## config.mk

```make
export PLATFORM = sky130hd
export DESIGN_NAME = websocket_masked_frame_encoder
export DESIGN_NICKNAME = d
export VERILOG_FILES = /design/src/rtl/wsenc_pkg.sv /design/src/rtl/wsenc_front.sv /design/src/rtl/wsenc_queue.sv /design/src/rtl/wsenc_back.sv /design/src/rtl/websocket_masked_frame_encoder.sv
export SDC_FILE = /design/constraint.sdc
export NUM_CORES = 1
export LEC_CHECK = 0
export ABC_AREA = 1
export BUFFER_PORTS_ARGS = -buffer_cell sky130_fd_sc_hd__buf_2
export CORE_MARGIN = 2
export CORE_UTILIZATION = 55
export DETAILED_ROUTE_END_ITERATION = 12
export HOLD_SLACK_MARGIN = 0.05
export PLACE_DENSITY = 0.77
export SYNTH_ARGS = -nofsm -noshare
export SYNTH_HDL_FRONTEND = slang
export SYNTH_SLANG_ARGS = --single-unit
```

## constraint.sdc

```tcl
create_clock -name clk -period 4.15 [get_ports clk]
set_input_delay 0.415 -clock clk [delete_from_list [all_inputs] [get_ports clk]]
set_output_delay 0.415 -clock clk [all_outputs]
set_load 0.01 [all_outputs]
```

## src/rtl/wsenc_pkg.sv

```systemverilog
`timescale 1ns / 1ps

package wsenc_pkg;

  // Register reset value and length field constants.
  localparam logic [7:0]  WSENC_HDR_RESET   = 8'd129;
  localparam logic [31:0] WSENC_SHORT_MAX   = 32'd125;
  localparam logic [31:0] WSENC_MID_MAX     = 32'd65535;
  localparam logic [7:0]  WSENC_LEN_CODE_16 = 8'd254;
  localparam logic [7:0]  WSENC_LEN_CODE_64 = 8'd255;
  localparam int          WSENC_QDEPTH      = 2;

  // Input action codes.
  localparam logic WSENC_ACT_START   = 1'b0;
  localparam logic WSENC_ACT_PAYLOAD = 1'b1;

  // Sequence positions within a header for each length form.
  localparam logic [3:0] WSENC_SHORT_KEY0 = 4'd2;
  localparam logic [3:0] WSENC_SHORT_END  = 4'd5;
  localparam logic [3:0] WSENC_MID_KEY0   = 4'd4;
  localparam logic [3:0] WSENC_MID_END    = 4'd7;
  localparam logic [3:0] WSENC_LONG_LEN0  = 4'd6;
  localparam logic [3:0] WSENC_LONG_KEY0  = 4'd10;
  localparam logic [3:0] WSENC_LONG_END   = 4'd13;

  // Kind of work handed from the front to the back.
  typedef enum logic [2:0] {
    EK_DATA,
    EK_ERROR,
    EK_START_SHORT,
    EK_START_MID,
    EK_START_LONG
  } wsenc_kind_t;

  // One queued work entry.
  typedef struct packed {
    wsenc_kind_t kind;
    logic [31:0] len;
    logic [31:0] key;
    logic [7:0]  dbyte;
    logic        last;
  } wsenc_entry_t;

  // Back end sequencer states.
  typedef enum logic {
    BK_IDLE,
    BK_HDR
  } wsenc_bk_state_t;

  // Select key byte k, where byte zero sits in bits 31:24.
  function automatic logic [7:0] wsenc_key_byte(input logic [31:0] key, input logic [1:0] k);
    logic [7:0] b;
    case (k)
      2'd0: b = key[31:24];
      2'd1: b = key[23:16];
      2'd2: b = key[15:8];
      default: b = key[7:0];
    endcase
    return b;
  endfunction

endpackage

```

## src/rtl/wsenc_front.sv

```systemverilog
`timescale 1ns / 1ps

module wsenc_front import wsenc_pkg::*; (
  input  logic         clk,
  input  logic         rst_n,
  input  logic         in_valid,
  output logic         in_stall,
  input  logic         in_action,
  input  logic [31:0]  in_payload_length,
  input  logic [31:0]  in_mask_key,
  input  logic [7:0]   in_data_byte,
  input  logic         q_full,
  output logic         q_push,
  output wsenc_entry_t q_entry
);

  logic [31:0] rem_r, rem_nxt;
  logic [31:0] key_r, key_nxt;
  logic [1:0]  kidx_r, kidx_nxt;
  logic        open_r, open_nxt;
  logic [31:0] rem_dec;

  assign in_stall = q_full;
  assign q_push   = in_valid && !q_full;
  assign rem_dec  = rem_r - 32'd1;

  // Classify the item and track the open frame.
  always_comb begin
    rem_nxt  = rem_r;
    key_nxt  = key_r;
    kidx_nxt = kidx_r;
    open_nxt = open_r;
    q_entry.kind  = EK_ERROR;
    q_entry.len   = in_payload_length;
    q_entry.key   = in_mask_key;
    q_entry.dbyte = 8'd0;
    q_entry.last  = 1'b0;
    if (in_action == WSENC_ACT_START) begin
      if (in_payload_length <= WSENC_SHORT_MAX) begin
        q_entry.kind = EK_START_SHORT;
      end else if (in_payload_length <= WSENC_MID_MAX) begin
        q_entry.kind = EK_START_MID;
      end else begin
        q_entry.kind = EK_START_LONG;
      end
      q_entry.last = (in_payload_length == 32'd0);
      if (q_push) begin
        rem_nxt  = in_payload_length;
        key_nxt  = in_mask_key;
        kidx_nxt = 2'd0;
        open_nxt = (in_payload_length != 32'd0);
      end
    end else if (open_r && (rem_r != 32'd0)) begin
      q_entry.kind  = EK_DATA;
      q_entry.dbyte = in_data_byte ^ wsenc_key_byte(key_r, kidx_r);
      q_entry.last  = (rem_dec == 32'd0);
      if (q_push) begin
        rem_nxt  = rem_dec;
        kidx_nxt = kidx_r + 2'd1;
        if (rem_dec == 32'd0) begin
          open_nxt = 1'b0;
        end
      end
    end
  end

  // Frame state registers.
  always_ff @(posedge clk) begin
    if (!rst_n) begin
      rem_r  <= 32'd0;
      key_r  <= 32'd0;
      kidx_r <= 2'd0;
      open_r <= 1'b0;
    end else begin
      rem_r  <= rem_nxt;
      key_r  <= key_nxt;
      kidx_r <= kidx_nxt;
      open_r <= open_nxt;
    end
  end

endmodule

```

## src/rtl/wsenc_queue.sv

```systemverilog
`timescale 1ns / 1ps

module wsenc_queue import wsenc_pkg::*; #(
  parameter int DEPTH = WSENC_QDEPTH
) (
  input  logic         clk,
  input  logic         rst_n,
  input  logic         push,
  input  wsenc_entry_t push_entry,
  output logic         full,
  input  logic         pop,
  output wsenc_entry_t pop_entry,
  output logic         not_empty
);

  localparam int PW = $clog2(DEPTH);
  localparam int CW = $clog2(DEPTH + 1);
  localparam logic [PW-1:0] LAST_PTR = PW'(DEPTH - 1);
  localparam logic [CW-1:0] FULL_CNT = CW'(DEPTH);

  wsenc_entry_t slot_r [DEPTH];
  logic [PW-1:0] wr_ptr_r, wr_ptr_nxt;
  logic [PW-1:0] rd_ptr_r, rd_ptr_nxt;
  logic [CW-1:0] cnt_r, cnt_nxt;

  assign full      = (cnt_r == FULL_CNT);
  assign not_empty = (cnt_r != '0);
  assign pop_entry = slot_r[rd_ptr_r];

  // Pointer and count update.
  always_comb begin
    wr_ptr_nxt = wr_ptr_r;
    rd_ptr_nxt = rd_ptr_r;
    cnt_nxt    = cnt_r;
    if (push) begin
      wr_ptr_nxt = (wr_ptr_r == LAST_PTR) ? '0 : wr_ptr_r + PW'(1);
    end
    if (pop) begin
      rd_ptr_nxt = (rd_ptr_r == LAST_PTR) ? '0 : rd_ptr_r + PW'(1);
    end
    if (push && !pop) begin
      cnt_nxt = cnt_r + CW'(1);
    end else if (pop && !push) begin
      cnt_nxt = cnt_r - CW'(1);
    end
  end

  always_ff @(posedge clk) begin
    if (!rst_n) begin
      wr_ptr_r <= '0;
      rd_ptr_r <= '0;
      cnt_r    <= '0;
    end else begin
      wr_ptr_r <= wr_ptr_nxt;
      rd_ptr_r <= rd_ptr_nxt;
      cnt_r    <= cnt_nxt;
    end
  end

  // Entry storage.
  always_ff @(posedge clk) begin
    if (push) begin
      slot_r[wr_ptr_r] <= push_entry;
    end
  end

endmodule

```

## src/rtl/wsenc_back.sv

```systemverilog
`timescale 1ns / 1ps

module wsenc_back import wsenc_pkg::*; (
  input  logic         clk,
  input  logic         rst_n,
  input  logic         q_valid,
  input  wsenc_entry_t q_entry,
  output logic         q_pop,
  input  logic [7:0]   first_hdr,
  output logic         out_valid,
  input  logic         out_stall,
  output logic [7:0]   out_byte,
  output logic         out_last,
  output logic         out_error
);

  wsenc_bk_state_t state_r, state_nxt;
  wsenc_kind_t     kind_r, kind_nxt;
  logic [31:0]     len_r, len_nxt;
  logic [31:0]     key_r, key_nxt;
  logic            zlen_r, zlen_nxt;
  logic [3:0]      idx_r, idx_nxt;
  logic            out_valid_r, out_valid_nxt;
  logic [7:0]      out_byte_r, out_byte_nxt;
  logic            out_last_r, out_last_nxt;
  logic            out_error_r, out_error_nxt;
  logic            out_free;
  logic [7:0]      seq_byte;
  logic [3:0]      end_idx;
  logic [3:0]      koff;
  logic [3:0]      loff;

  assign out_valid = out_valid_r;
  assign out_byte  = out_byte_r;
  assign out_last  = out_last_r;
  assign out_error = out_error_r;
  assign out_free  = !out_valid_r || !out_stall;

  // Header byte at the current sequence position.
  always_comb begin
    seq_byte = 8'd0;
    end_idx  = WSENC_SHORT_END;
    koff     = idx_r - WSENC_SHORT_KEY0;
    loff     = idx_r - WSENC_LONG_LEN0;
    case (kind_r)
      EK_START_MID: begin
        end_idx = WSENC_MID_END;
        koff    = idx_r - WSENC_MID_KEY0;
        if (idx_r == 4'd1) begin
          seq_byte = WSENC_LEN_CODE_16;
        end else if (idx_r == 4'd2) begin
          seq_byte = len_r[15:8];
        end else if (idx_r == 4'd3) begin
          seq_byte = len_r[7:0];
        end else begin
          seq_byte = wsenc_key_byte(key_r, koff[1:0]);
        end
      end
      EK_START_LONG: begin
        end_idx = WSENC_LONG_END;
        koff    = idx_r - WSENC_LONG_KEY0;
        if (idx_r == 4'd1) begin
          seq_byte = WSENC_LEN_CODE_64;
        end else if (idx_r < WSENC_LONG_LEN0) begin
          seq_byte = 8'd0;
        end else if (idx_r < WSENC_LONG_KEY0) begin
          seq_byte = wsenc_key_byte(len_r, loff[1:0]);
        end else begin
          seq_byte = wsenc_key_byte(key_r, koff[1:0]);
        end
      end
      default: begin
        if (idx_r == 4'd1) begin
          seq_byte = {1'b1, len_r[6:0]};
        end else begin
          seq_byte = wsenc_key_byte(key_r, koff[1:0]);
        end
      end
    endcase
  end

  // Sequencer: pops entries and emits one byte per free output slot.
  always_comb begin
    state_nxt     = state_r;
    kind_nxt      = kind_r;
    len_nxt       = len_r;
    key_nxt       = key_r;
    zlen_nxt      = zlen_r;
    idx_nxt       = idx_r;
    out_valid_nxt = out_valid_r;
    out_byte_nxt  = out_byte_r;
    out_last_nxt  = out_last_r;
    out_error_nxt = out_error_r;
    q_pop         = 1'b0;
    case (state_r)
      BK_IDLE: begin
        if (out_free) begin
          out_valid_nxt = 1'b0;
          if (q_valid) begin
            q_pop         = 1'b1;
            out_valid_nxt = 1'b1;
            case (q_entry.kind)
              EK_DATA: begin
                out_byte_nxt  = q_entry.dbyte;
                out_last_nxt  = q_entry.last;
                out_error_nxt = 1'b0;
              end
              EK_ERROR: begin
                out_byte_nxt  = 8'd0;
                out_last_nxt  = 1'b0;
                out_error_nxt = 1'b1;
              end
              default: begin
                out_byte_nxt  = first_hdr;
                out_last_nxt  = 1'b0;
                out_error_nxt = 1'b0;
                kind_nxt      = q_entry.kind;
                len_nxt       = q_entry.len;
                key_nxt       = q_entry.key;
                zlen_nxt      = q_entry.last;
                idx_nxt       = 4'd1;
                state_nxt     = BK_HDR;
              end
            endcase
          end
        end
      end
      BK_HDR: begin
        if (out_free) begin
          out_valid_nxt = 1'b1;
          out_byte_nxt  = seq_byte;
          out_last_nxt  = (idx_r == end_idx) && zlen_r;
          out_error_nxt = 1'b0;
          idx_nxt       = idx_r + 4'd1;
          if (idx_r == end_idx) begin
            state_nxt = BK_IDLE;
          end
        end
      end
      default: begin
        state_nxt = BK_IDLE;
      end
    endcase
  end

  // Control registers.
  always_ff @(posedge clk) begin
    if (!rst_n) begin
      state_r     <= BK_IDLE;
      out_valid_r <= 1'b0;
    end else begin
      state_r     <= state_nxt;
      out_valid_r <= out_valid_nxt;
    end
  end

  // Payload registers.
  always_ff @(posedge clk) begin
    kind_r      <= kind_nxt;
    len_r       <= len_nxt;
    key_r       <= key_nxt;
    zlen_r      <= zlen_nxt;
    idx_r       <= idx_nxt;
    out_byte_r  <= out_byte_nxt;
    out_last_r  <= out_last_nxt;
    out_error_r <= out_error_nxt;
  end

endmodule

```

## src/rtl/websocket_masked_frame_encoder.sv

```systemverilog
`timescale 1ns / 1ps

// Masked client websocket frame encoder. A start item (action 0) produces
// the frame header: the first header byte register, the length field (1,
// 3 or 9 bytes by payload length) and the four key bytes, so 6, 8 or 14
// output transactions. Each payload item (action 1) produces one masked
// byte; an unexpected payload byte produces one transaction with
// out_error set and is otherwise dropped. The output rate is one byte
// per cycle unless stalled, set by the back end sequencer that drives the
// output register. A queue of QDEPTH entries sits between the classifying
// front end and the sequencer, so input items are taken while a header is
// still going out, until that queue fills. The first header byte register
// is written through the cfg port, which is always ready; write it only
// while no frame bytes are pending.
module websocket_masked_frame_encoder import wsenc_pkg::*; #(
  parameter int QDEPTH = WSENC_QDEPTH
) (
  input  logic        clk,
  input  logic        rst_n,
  input  logic        in_valid,
  output logic        in_stall,
  input  logic        in_action,
  input  logic [31:0] in_payload_length,
  input  logic [31:0] in_mask_key,
  input  logic [7:0]  in_data_byte,
  output logic        out_valid,
  input  logic        out_stall,
  output logic [7:0]  out_byte,
  output logic        out_last,
  output logic        out_error,
  input  logic        cfg_valid,
  output logic        cfg_ready,
  input  logic [7:0]  cfg_first_header_byte
);

  logic [7:0]   first_hdr_r, first_hdr_nxt;
  logic         q_full;
  logic         q_push;
  logic         q_pop;
  logic         q_not_empty;
  wsenc_entry_t push_entry;
  wsenc_entry_t pop_entry;

  // Configuration register.
  assign cfg_ready     = 1'b1;
  assign first_hdr_nxt = (cfg_valid && cfg_ready) ? cfg_first_header_byte : first_hdr_r;

  always_ff @(posedge clk) begin
    if (!rst_n) begin
      first_hdr_r <= WSENC_HDR_RESET;
    end else begin
      first_hdr_r <= first_hdr_nxt;
    end
  end

  wsenc_front u_front (
    .clk               (clk),
    .rst_n             (rst_n),
    .in_valid          (in_valid),
    .in_stall          (in_stall),
    .in_action         (in_action),
    .in_payload_length (in_payload_length),
    .in_mask_key       (in_mask_key),
    .in_data_byte      (in_data_byte),
    .q_full            (q_full),
    .q_push            (q_push),
    .q_entry           (push_entry)
  );

  wsenc_queue #(
    .DEPTH (QDEPTH)
  ) u_queue (
    .clk        (clk),
    .rst_n      (rst_n),
    .push       (q_push),
    .push_entry (push_entry),
    .full       (q_full),
    .pop        (q_pop),
    .pop_entry  (pop_entry),
    .not_empty  (q_not_empty)
  );

  wsenc_back u_back (
    .clk       (clk),
    .rst_n     (rst_n),
    .q_valid   (q_not_empty),
    .q_entry   (pop_entry),
    .q_pop     (q_pop),
    .first_hdr (first_hdr_r),
    .out_valid (out_valid),
    .out_stall (out_stall),
    .out_byte  (out_byte),
    .out_last  (out_last),
    .out_error (out_error)
  );

endmodule

```

# Word-level counts from Yosys, hierarchy flattened
# Memory sizes are Yosys's and may differ from the RTL's. A register that Yosys moved wholly into a read port is not among the register bits.
# Index checks and enable logic that the tools add are counted.
# word_totals
latchBits	0
mem_bits_ro	0
inputBits	86
n_memories	1
ram_bits	152
reg_bits	163
# mem_list
name	depth	word_bits	rd	rd_clocked_by_memory_dff	write_ports	line_no	rtl
u_queue.slot_r	2	76	1	1	1	wsenc_queue.sv:21	wsenc_entry_t slot_r [DEPTH];
# classes
reduce_logical	32
multipliers	0
n_bitwise	4
n_eq_ne	25
n_shift	0
div_mod_pow	0
add_sub_neg	11
n_lt_le_gt_ge	4
mux	76
# ops
operator	count
two-way mux 32 bit	4
one-hot mux 8 bit (3 select lines)	5
two-way mux 8 bit	13
zero test 32 bit	2
nonzero test 32 bit	2
one-hot mux 8 bit (2 select lines)	3
less-or-equal comparator 32 x 16 -> 1 bit (second input constant)	1
less-or-equal comparator 32 x 7 -> 1 bit (second input constant)	1
subtractor 32 x 1 -> 32 bit (second input constant)	1
two-way mux 1 bit	31
two-way mux 4 bit	4
one-hot mux 4 bit (2 select lines)	2
== test 2 bit (second input constant)	6
two-way mux 2 bit	6
AND reduction 4 bit	3
== test 2 x 1 -> 1 bit (second input constant)	5
zero test 2 bit	5
two-way mux 3 bit	3
two-way mux 9 bit	1
== test 4 x 2 -> 1 bit (second input constant)	2
one-hot mux 1 bit (2 select lines)	4
bitwise XOR 8 bit	1
inequality test 2 x 1 -> 1 bit (second input constant)	3
inequality test 2 bit (second input constant)	3
22 further kinds	41

# Longest topological paths before layout
# Gate-level depths: netlist of run 1.
# logic_depth
depth_word	9
ltp_mapped	17
ltp_nobuf	17

# Cells and area by module
# From an unflattened synthesis of run 1, not the netlist that was laid out.
# hier_totals
cells_unflattened	1662
hier_area_um2	15718.8
# modules_own_cells
module	seq_area_each_um2	cells_each	instances	area_per_inst_um2
wsenc_queue	4664.5	271	1	5865.6
wsenc_front	1341.3	762	1	4852.2
wsenc_back	2502.4	580	1	4672.0
websocket_masked_frame_encoder	160.2	49	1	329.1

# Worst setup path after synthesis of run 1
# Ideal clock, no wire load.
# synth_timing
kind	input-to-reg
from	in in_valid
to	mem u_queue.slot_r[1][0] in the netlist's numbering, enable pin
required_ns	3.637
path_buffers	0
setup_slack_ns	-0.135
path_stages	2
setup_ns	0.513
arrival_ns	3.773
cell_sequence	o21ai_0 > nor2_1
# synth_via
elab_chain_cells	3
# synth_lines
element	line_no	rtl
start: declaration	websocket_masked_frame_encoder.sv:20	input logic in_valid,
logical AND 1 bit	wsenc_front.sv:24	assign q_push = in_valid && !q_full;
two-way mux 1 bit	wsenc_queue.sv:62	if (push) begin
two-way mux 1 bit (not written as such)	wsenc_queue.sv:63	slot_r[wr_ptr_r] <= push_entry;
end: declaration	wsenc_queue.sv:21	
# Every way passes these cells.

# Worst setup path after layout of run 1
# layout_timing
from	reg u_back.idx_r[0]
to	reg u_back.out_byte_r[2] (netlist: u_back.out_byte[2]), data pin
# layout_via
elab_chain_cells	9
elab_cells_between_ends	35
cone_classes	add/sub (4); order compare (2); eq/ne (11); mux (14); reduce/logical (4)
# layout_lines
element	line_no	rtl
start: declaration	wsenc_back.sv:22	logic [3:0] idx_r, idx_nxt;
start signal: assignment	wsenc_back.sv:163	idx_r <= idx_nxt;
subtractor 2 bit or subtractor 2 x 1 -> 2 bit (tied branches)	n/a	
== test 2 bit, or another cell as far along	wsenc_pkg.sv:53	case (k)
one-hot mux 8 bit (3 select lines)	wsenc_pkg.sv:53	
two-way mux 8 bit, on equally long branches	wsenc_back.sv:66, wsenc_back.sv:53	
two-way mux 8 bit, on equally long branches	wsenc_back.sv:64, wsenc_back.sv:51	
two-way mux 8 bit, on equally long branches	wsenc_back.sv:62, wsenc_back.sv:49	
one-hot mux 8 bit (2 select lines) (*)	wsenc_back.sv:45	case (kind_r)
two-way mux 8 bit (*)	wsenc_back.sv:129	if (out_free) begin
one-hot mux 8 bit (2 select lines) (*)	wsenc_back.sv:95	case (state_r)
named net u_back.out_byte_nxt[2]	wsenc_back.sv:24	logic [7:0] out_byte_r, out_byte_nxt;
end signal: assignment	wsenc_back.sv:164	out_byte_r <= out_byte_nxt;
end: declaration	wsenc_back.sv:24	
# Mark *: on every way through the listed nets, which the timed path passes. The rest lies on a longest branch. The select of a mux whose other input is x is not followed.
# A chain may end at the register's enable or synchronous reset.

==> flow_summary.json, run 1 <==
{
  "status": "complete, no violations",
  "finalSetupTns_ns": 0,
  "fmax_ghz": 0.328,
  "top_usage_layer": "met2",
  "worst_skew_pair.late_latency_ns": 0.52,
  "path_max_fanout": 24,
  "stdcell_count": 1981,
  "io_buffer_count": 97,
  "die_x_um": 165,
  "initialDrtViolationCount": 1404,
  "rows": 59,
  "synth_common_cells": "445 x nand2_1, 234 x edfxtp_1, 145 x nor2_1, 117 x inv_1, 115 x a21oi_1",
  "use_met1_pct": 39.9,
  "finalInstanceArea_um2": 16200,
  "crit_arrival_ns": 3.29,
  "cp_data_required_time_ns": 4.39,
  "cts.sinks": 316,
  "use_met2_pct": 43.6,
  "core-area_um2": 25800,
  "post_cts_resized": 0,
  "layout.nets": 1719,
  "synth_ff_type": "edfxtp_1",
  "cap_violations": 0,
  "num_vias": 11303,
  "ys_ff_latch": 316,
  "max_stage_delay_ns": 0.79,
  "grt_pass1_wl_mm": 58.0,
  "ys_top_cells_by_area": "edfxtp_1 49%, nand2_1 12%, dfxtp_1 11%",
  "ir_worst_vdd_mv": 0.645,
  "ff2ff_path_depth": 10,
  "slew_headroom_pct": 27.3,
  "cts.clk_slew.worst_paths_ns": 0.06,
  "period_share_pct": 73.5,
  "layout-drive-gt1-share_pct": 12.6,
  "endpoint": "u_back.out_byte[2]",
  "track_usage_pct": 28.1,
  "drc_errors": 0,
  "crit_buf_inv": 2,
  "whs_path_depth": 1,
  "layout_setup_ws_ns": 1.10,
  "mappedNetlistNets": 1636,
  "cts-root-buf": "clkbuf_16",
  "cts_tree": "yes",
  "crit_chain": "ha_1, nand2_1, nor2_1, inv_1, o21ai_1, nor2_1, o21ai_0, nand4_1, o21ai_0, inv_1",
  "path_class": "reg -> reg",
  "period_needed_ns": 3.05,
  "hp-class": "in -> reg",
  "path_delay_family": "adder cells",
  "clockBufferDepth": 3,
  "endpoint_kind": "register",
  "syn_to_final_growth_pct": 13.2,
  "pin_count": 99,
  "fillers": 2093,
  "setup_violations": 0,
  "die_area_um2": 27400,
  "synth_top_area_share_pct": 49.1,
  "numCtsBuffers": 34,
  "dr.pass1.iters": 6,
  "yosysWarnings": 0,
  "routedWlPerCell_um": 19.2,
  "dp_hpwl_mm": 26.3,
  "grt_max_degree": 63,
  "synth_seq_area_share_pct": 60.5,
  "syn_area_um2": 14300,
  "worstMarginPinSlew_ns": 1.08,
  "avgSynthCellArea_um2": 9.32,
  "maxSlewViolCount": 0,
  "dp_cells": 1919,
  "crit_path_start_kind": "register",
  "drtAntennaViolNets": 0,
  "post_cts.repair.setup_buffers": 0,
  "die_h_um": 165,
  "dpl-instance-area_um2": 15100,
  "place_congestion": 0.950,
  "overflow": 0,
  "path_depth": 10,
  "leakagePower_nw": 6.50,
  "startpoint": "u_back.idx_r[0]",
  "synthCells": 1537,
  "clock_skew_ns": 0.0320,
  "vias_per_cell": 5.71,
  "finalWirelength_mm": 38.0,
  "crit_slowest_cell": "ha_1",
  "preCtsSetupSlack_ns": 1.19,
  "hold_violations": 0,
  "yosysMostFrequentCell": "nand2_1",
  "yosysUniqueCellTypes": 50,
  "grt_use_met3_pct": 6.17,
  "rsz0062_at_grt": "no",
  "synth_area_leader_cell": "edfxtp_1",
  "htree_num_levels": 2,
  "pwr_density_cell_nw_per_um2": 707,
  "grt_pass1_vias": 10456,
  "async_reset_ff_share_pct": 0,
  "r2r_end": "u_back.out_byte[2]",
  "rrSetupSlack_ns": 1.10,
  "synth_edf_count": 234,
  "antenna_found_initial": 1,
  "start_util_pct": 55.4,
  "regToRegStartpoint": "u_back.idx_r[0]",
  "cts_hold_buf": 0
}
how the worst min path moves through the flow:
stage | endpoint | start
CTS | u_queue.slot_r[0][20] | in_mask_key[11]
global placement | u_front.key_r[22] | u_front.key_r[22]
global route | u_queue.slot_r[0][21] | in_mask_key[12]
floorplan | first_hdr_r[0] | first_hdr_r[0]
detailed placement | u_front.key_r[18] | u_front.key_r[18]
finish | u_queue.slot_r[0][21] | in_mask_key[12]
cell type report:
class	instances	area (um^2)	share of cell area (%)
antenna	1	2.50	0.0154
clock buffer	46	947	5.84
clock inverter	15	185	1.14
inverter	125	469	2.89
multi-input combinational	1031	4910	30.3
sequential	316	8670	53.5
tap	335	419	2.58
timing repair buffer	112	611	3.76
layer usage:
metal	vias to the layer above	routed length, um	part of all wire [%]
li1	5387	-	-
met1	5302	16100	43
met2	534	17200	45
met3	80	3540	9.3
met4	0	1090	2.9
met5	-	0	0
power by group:
| group | internal (W) | switching, W |
|---|---|---|
| registers | 0.00439 | 0.000428 |
| logic | 0.00103 | 0.00254 |
| clock network | 0.00186 | 0.00121 |
| total | 0.00727 | 0.00419 |
per-stage QoR:
step	util (%)	hold slack (ns)	total power, W
global route	62.8	0.0925	0.0121
finish	62.8	0.102	0.0115
global placement	58.4	0.440	0.00831
floorplan	-	0.429	0.00716
CTS	62.8	0.0916	0.0114
detailed placement	58.4	0.448	0.00837
worst reg2reg max path: stages (launching register included):
cell	delay (ns)
edfxtp_1	0.48
ha_1	0.79
nand2_1	0.16
nor2_1	0.42
inv_1	0.23
o21ai_1	0.17
nor2_1	0.06
o21ai_0	0.14
nand4_1	0.13
o21ai_0	0.13
inv_1	0.06
registers in the layout, summed over array words and instances (netlist names), 2 cells and up, named ones only:
signal / flops
u_queue.cnt_r: 2
u_front.kidx_r: 2
u_back.len_r: 32
first_hdr_r: 8
u_back.kind_r: 3
u_queue.slot_r: 152
u_back.out_byte: 8
u_back.key_r: 32
u_back.idx_r: 4
u_front.rem_r: 32
u_front.key_r: 32
cells by family after synthesis:
logic type / Yosys count / synth area share [%]
adder cells (fa/ha/maj): 13 / 1.14
XOR/XNOR: 14 / 0.856
AO/OA/AOI/OAI: 305 / 12.2
AND/OR/NAND/NOR: 698 / 20.0
other: 1 / 0.0262
buffers and inverters: 190 / 5.34
flip-flops: 316 / 60.5
cell usage in the layout (no fill, tap or decap), types with 5 or more instances in the layout:
cell type  count
nand2_1      445
edfxtp_1     234
nor2_1       142
inv_1        117
a21oi_1      115
o21ai_0      101
buf_2         97
dfxtp_1       81
nand3_1       57
clkbuf_16     35
o211ai_1      16
a31oi_1       16
buf_4         14
o221ai_1      13
ha_1          13
nand2_2       11
xor2_1        10
o21ai_1        9
clkbuf_1       8
nor2_4         7
inv_2          7
or2_2          7
o22ai_1        7
nand4_1        6
nor2_2         5
nor3_1         5
a221oi_1       5
(Power assumes the default switching activity.)
==> run 2, diff against run 1 <==
==> constraint.sdc (replaced) <==
create_clock -name clk -period 2.75 [get_ports clk]
set_input_delay 0.275 -clock clk [delete_from_list [all_inputs] [get_ports clk]]
set_output_delay 0.275 -clock clk [all_outputs]
set_load 0.01 [all_outputs]
==> flow_summary.json, run 2 (synthesis results as in run 1) <==
{
  "use_met2_pct": 44.2,
  "cts-root-buf": "clkbuf_16",
  "finalSetupTns_ns": 0,
  "dpl-instance-area_um2": 15200,
  "cp_data_required_time_ns": 3.01,
  "fmax_ghz": 0.398,
  "clock_skew_ns": 0.0224,
  "leakagePower_nw": 6.82,
  "finalWirelength_mm": 38.8,
  "post_cts_resized": 0,
  "status": "complete, no violations",
  "place_congestion": 0.944,
  "path_max_fanout": 10,
  "slew_headroom_pct": 49.6,
  "ir_worst_vdd_mv": 0.677,
  "stdcell_count": 2061,
  "crit_chain": "inv_1, ha_1, inv_1, nor2_1, inv_1, buf_4, o211ai_1, nand4_1, o21ai_0, inv_1",
  "preCtsSetupSlack_ns": 0.303,
  "maxSlewViolCount": 0,
  "clockBufferDepth": 3,
  "grt_max_degree": 78,
  "worst_skew_pair.late_latency_ns": 0.52,
  "period_needed_ns": 2.51,
  "cap_violations": 0,
  "overflow": 0,
  "hold_violations": 0,
  "vias_per_cell": 5.60,
  "largest_reg_flops": 152,
  "die_h_um": 165,
  "initialDrtViolationCount": 1209,
  "io_buffer_count": 97,
  "routedWlPerCell_um": 18.8,
  "layout-drive-gt1-share_pct": 12.6,
  "drtAntennaViolNets": 0,
  "worstMarginPinSlew_ns": 0.755,
  "syn_to_final_growth_pct": 18.4,
  "layout.nets": 1801,
  "final_cell_mix": "445 x nand2_1, 234 x edfxtp_1, 142 x nor2_1, 117 x inv_1, 115 x a21oi_1",
  "drc_errors": 0,
  "core-area_um2": 25800,
  "rows": 59,
  "dp_hpwl_mm": 26.5,
  "endpoint_kind": "register",
  "top_register": "u_queue.slot_r",
  "antenna_found_initial": 1,
  "final_common_cell": "nand2_1",
  "numCtsBuffers": 34,
  "post_cts.repair.setup_buffers": 0,
  "track_usage_pct": 28.4,
  "pin_count": 99,
  "top_usage_layer": "met2",
  "cp_common_cell": "inv_1",
  "die_area_um2": 27400,
  "path_class": "reg -> reg",
  "cts.sinks": 316,
  "num_vias": 11545,
  "crit_arrival_ns": 2.78,
  "start_util_pct": 55.4,
  "grt_pass1_vias": 10770,
  "cts.clk_slew.worst_paths_ns": 0.06,
  "period_share_pct": 91.4,
  "use_met1_pct": 40.6,
  "layout_setup_ws_ns": 0.238,
  "dp_cells": 1932,
  "grt_pass1_wl_mm": 58.4,
  "setup_violations": 0,
  "crit_path_start_kind": "register",
  "die_x_um": 165,
  "grt_use_met3_pct": 4.92,
  "pwr_density_cell_nw_per_um2": 1010,
  "htree_num_levels": 2,
  "crit_slowest_cell": "edfxtp_1",
  "rsz0062_at_grt": "no",
  "max_stage_delay_ns": 0.49,
  "dr.pass1.iters": 5,
  "hp-class": "in -> reg",
  "hold_ws_ns": 0.0732,
  "cts_tree": "yes",
  "diodes": 0,
  "finalInstanceArea_um2": 17000
}
run 2: cell count changes in the layout (fill, tap and decap cells not counted), moves of 2 or more:
cell,change
dlygate4sd3_1,+69
buf_4,+10
buf_12,+3
bufinv_16,-3
clkbuf_8,-3
clkinv_1,+3
clkbuf_1,-2
clkinv_8,+2
run 2: worst paths after layout:
check | endpoint | slack [ns] | startpoint | depth (start not counted)
max reg2reg | u_back.out_byte[2] | 0.24 | u_back.idx_r[1] | 10
min reg2reg | u_front.key_r[16] | 0.46 | u_front.key_r[16] | 2
min | u_queue.slot_r[1][53] | 0.07 | in_payload_length[12] | 1
max | u_back.out_byte[2] | 0.24 | u_back.idx_r[1] | 10
run 2: power breakdown:
group / internal (W) / switching (W)
sequential: 0.00661 / 0.000680
combinational: 0.00176 / 0.00384
clock: 0.00245 / 0.00185
run 2: layout make-up:
| class | count | area (um^2) |
|---|---|---|
| fill | 1997 | 8880 |
| timing repair buffer | 194 | 1440 |
| sequential | 316 | 8670 |
| inverter | 125 | 469 |
| multi-input combinational | 1031 | 4910 |
| tap | 335 | 419 |
| clock inverter | 19 | 154 |
| clock buffer | 41 | 898 |
run 2: metrics by stage:
stage,total power [W],utilization [%]
floorplan,0.0108,-
global placement,0.0128,58.9
CTS,0.0172,65.6
global route,0.0181,65.6
detailed placement,0.0128,58.9
finish,0.0172,65.6
run 2: repair_timing:
item | in CTS | in global routing
setup endpoints to repair | 0 | 0
endpoints found under the hold margin | 133 | 0
hold buffers | 69 | 0
run 2: worst max-delay path: cells and delay by family (launching register included):
family / cells / cell delay, ns
flops: 1 / 0.49
fa+ha+maj: 1 / 0.30
simple gates: 2 / 0.52
compound gates: 2 / 0.27
buf+inv: 5 / 0.67
run 2: routing by layer:
metal / vias to the layer above / share of wire, %
met3: 82 / 9.4
met5: - / 0.028
li1: 5553 / -
met2: 533 / 46
met1: 5375 / 42
met4: 2 / 3.1
==> run 3, diff against run 2 <==
--- a/config.mk
+++ b/config.mk
@@ -6,12 +6,12 @@
 export NUM_CORES = 1
 export LEC_CHECK = 0
 export ABC_AREA = 1
-export BUFFER_PORTS_ARGS = -buffer_cell sky130_fd_sc_hd__buf_2
 export CORE_MARGIN = 2
-export CORE_UTILIZATION = 55
+export CORE_UTILIZATION = 57
 export DETAILED_ROUTE_END_ITERATION = 12
+export DONT_BUFFER_PORTS = 1
 export HOLD_SLACK_MARGIN = 0.05
-export PLACE_DENSITY = 0.77
+export PLACE_DENSITY = 0.75
 export SYNTH_ARGS = -nofsm -noshare
 export SYNTH_HDL_FRONTEND = slang
 export SYNTH_SLANG_ARGS = --single-unit
==> flow_summary.json, run 3 (synthesis results as in run 1) <==
{
  "status": "complete, no violations",
  "die_x_um": 163,
  "swShare_pct": 36.6,
  "antenna_found_initial": 0,
  "crit_path_start_kind": "register",
  "final-seq-area_um2": 8670,
  "layout.nets": 1712,
  "die_area_um2": 26400,
  "rsz0062_at_grt": "no",
  "rows": 58,
  "fmax_ghz": 0.402,
  "clockBufferDepth": 3,
  "clock_skew_ns": 0.0205,
  "combPwrFrac_pct": 31.4,
  "routedWlPerCell_um": 20.0,
  "ff2ff_path_depth": 9,
  "slew_headroom_pct": 48.7,
  "worstMarginPinSlew_ns": 0.768,
  "preCtsSetupSlack_ns": 0.0454,
  "cts-root-buf": "clkbuf_16",
  "hold_violations": 0,
  "clockPowerShare_pct": 26.3,
  "dpl-instance-area_um2": 14700,
  "ir_worst_vdd_mv": 0.629,
  "worst_skew_pair.late_latency_ns": 0.52,
  "path_class": "reg -> reg",
  "grt_max_degree": 75,
  "numCtsBuffers": 34,
  "pin_count": 99,
  "pwr_density_cell_nw_per_um2": 1040,
  "period_needed_ns": 2.49,
  "cts.clk_slew.worst_paths_ns": 0.06,
  "finalInstanceArea_um2": 16700,
  "cp_data_required_time_ns": 3.02,
  "overflow": 0,
  "vias_per_cell": 5.76,
  "internal-power_w": 0.0110,
  "setup_violations": 0,
  "core-area_um2": 24900,
  "top_register": "u_queue.slot_r",
  "regToRegStartpoint": "u_back.idx_r[1]",
  "final_common_cell": "nand2_1",
  "final_cell_mix": "445 x nand2_1, 234 x edfxtp_1, 142 x nor2_1, 117 x inv_1, 115 x a21oi_1",
  "syn_to_final_growth_pct": 16.3,
  "p_sw_w": 0.00636,
  "path_max_fanout": 13,
  "endpoint": "u_back.out_byte[2]",
  "grt_pass1_wl_mm": 59.9,
  "grt_pass1_vias": 10668,
  "power.total_w": 0.0174,
  "cts_tree": "yes",
  "diodes": 0,
  "htree_num_levels": 2,
  "fillers": 1887,
  "dp_hpwl_mm": 26.9,
  "largest_reg_flops": 152,
  "finalWirelength_mm": 39.4,
  "post_cts.repair.setup_buffers": 0,
  "track_usage_pct": 30.0,
  "endpoint_kind": "register",
  "layout-drive-gt1-share_pct": 8.05,
  "io_buffer_count": 0,
  "finalSetupTns_ns": 0,
  "num_vias": 11351,
  "r2r_end": "u_back.out_byte[2]",
  "die_h_um": 163,
  "place_congestion": 0.931,
  "hold_ws_ns": 0.0627,
  "maxSlewViolCount": 0,
  "pwr-share-seq_pct": 42.3,
  "start_util_pct": 57.6,
  "layout_setup_ws_ns": 0.264,
  "period_share_pct": 90.4,
  "cts.sinks": 316,
  "initialDrtViolationCount": 1258,
  "drc_errors": 0,
  "hp-class": "in -> reg",
  "cap_violations": 0,
  "multi_input_area_um2": 4920,
  "rrSetupSlack_ns": 0.26,
  "startpoint": "u_back.idx_r[1]",
  "dr.pass1.iters": 6,
  "leakagePower_nw": 6.52,
  "drtAntennaViolNets": 0,
  "crit_arrival_ns": 2.76
}
-- run 3: changes by cell type in the layout (fill, tap and decap cells not counted), sizes merged --
cell,previous run,this run
buf,125,32
bufinv,1,2
clkbuf,41,49
clkinv,15,7
dlygate4sd3,69,73
inv,126,127
-- run 3: stage by stage --
step	util, %	instances
2_1_floorplan	-	1537
3_3_place_gp	59.2	1832
3_5_place_dp	59.2	1832
4_1_cts	66.9	1969
5_1_grt	66.9	1969
6_report	66.9	1969
-- run 3: timing repair --
| action | CTS | global route |
|---|---|---|
| hold buffers | 75 | 0 |
| endpoints found under the setup margin | 1 | 1 |
| endpoints found under the hold margin | 215 | 0 |
| pin swaps | 0 | 0 |
| gates resized for setup | 1 | 2 |
-- run 3: how the worst min path moves through the flow --
| stage | slack (ns) | to | cells past startpoint | start |
|---|---|---|---|---|
| after floorplan | 0.37 | u_queue.slot_r[0][10] | 0 | in_mask_key[1] |
| after global placement | 0.37 | u_queue.slot_r[1][24] | 0 | in_mask_key[15] |
| after detailed placement | 0.37 | u_queue.slot_r[1][24] | 0 | in_mask_key[15] |
| after CTS | 0.05 | u_front.rem_r[18] | 2 | in_payload_length[18] |
| after global routing | 0.08 | u_front.rem_r[18] | 2 | in_payload_length[18] |
| final | 0.06 | u_front.rem_r[18] | 2 | in_payload_length[18] |
-- run 3: final cells by class --
cell class                      instances  area share [%]
Sequential cell                       316            52.1
Multi-Input combinational cell       1031            29.5
Timing Repair Buffer                  105            6.33
Clock buffer                           49            5.93
Inverter                              125            2.82
Tap cell                              330            2.48
Clock inverter                         13           0.849
-- run 3: worst max-delay path, cell delays in order (launching register included) --
cell      delay, ns
edfxtp_1       0.49
inv_1          0.18
ha_2           0.32
inv_1          0.24
o21ai_1        0.30
nand2_1        0.12
o221ai_1       0.21
nand4_1        0.20
o21ai_0        0.13
inv_1          0.05
-- run 3: power groups by stage --
stage | clock, W | sequential, W | combinational, W
final | 0.00458 | 0.00735 | 0.00546
after global routing | 0.00482 | 0.00744 | 0.00607
after floorplan | 0 | 0.00711 | 0.00369
after detailed placement | 0 | 0.00741 | 0.00519
after CTS | 0.00464 | 0.00733 | 0.00540
after global placement | 0 | 0.00739 | 0.00516
-- run 3: metal layers --
| layer | up-vias | global-route usage [%] | routed length (um) |
|---|---|---|---|
| li1 | 5375 | - | - |
| met1 | 5349 | 43.1 | 16900 |
| met2 | 539 | 46.1 | 17900 |
| met3 | 88 | 5.55 | 3320 |
| met4 | 0 | 10.6 | 1260 |
| met5 | - | 0 | 0 |
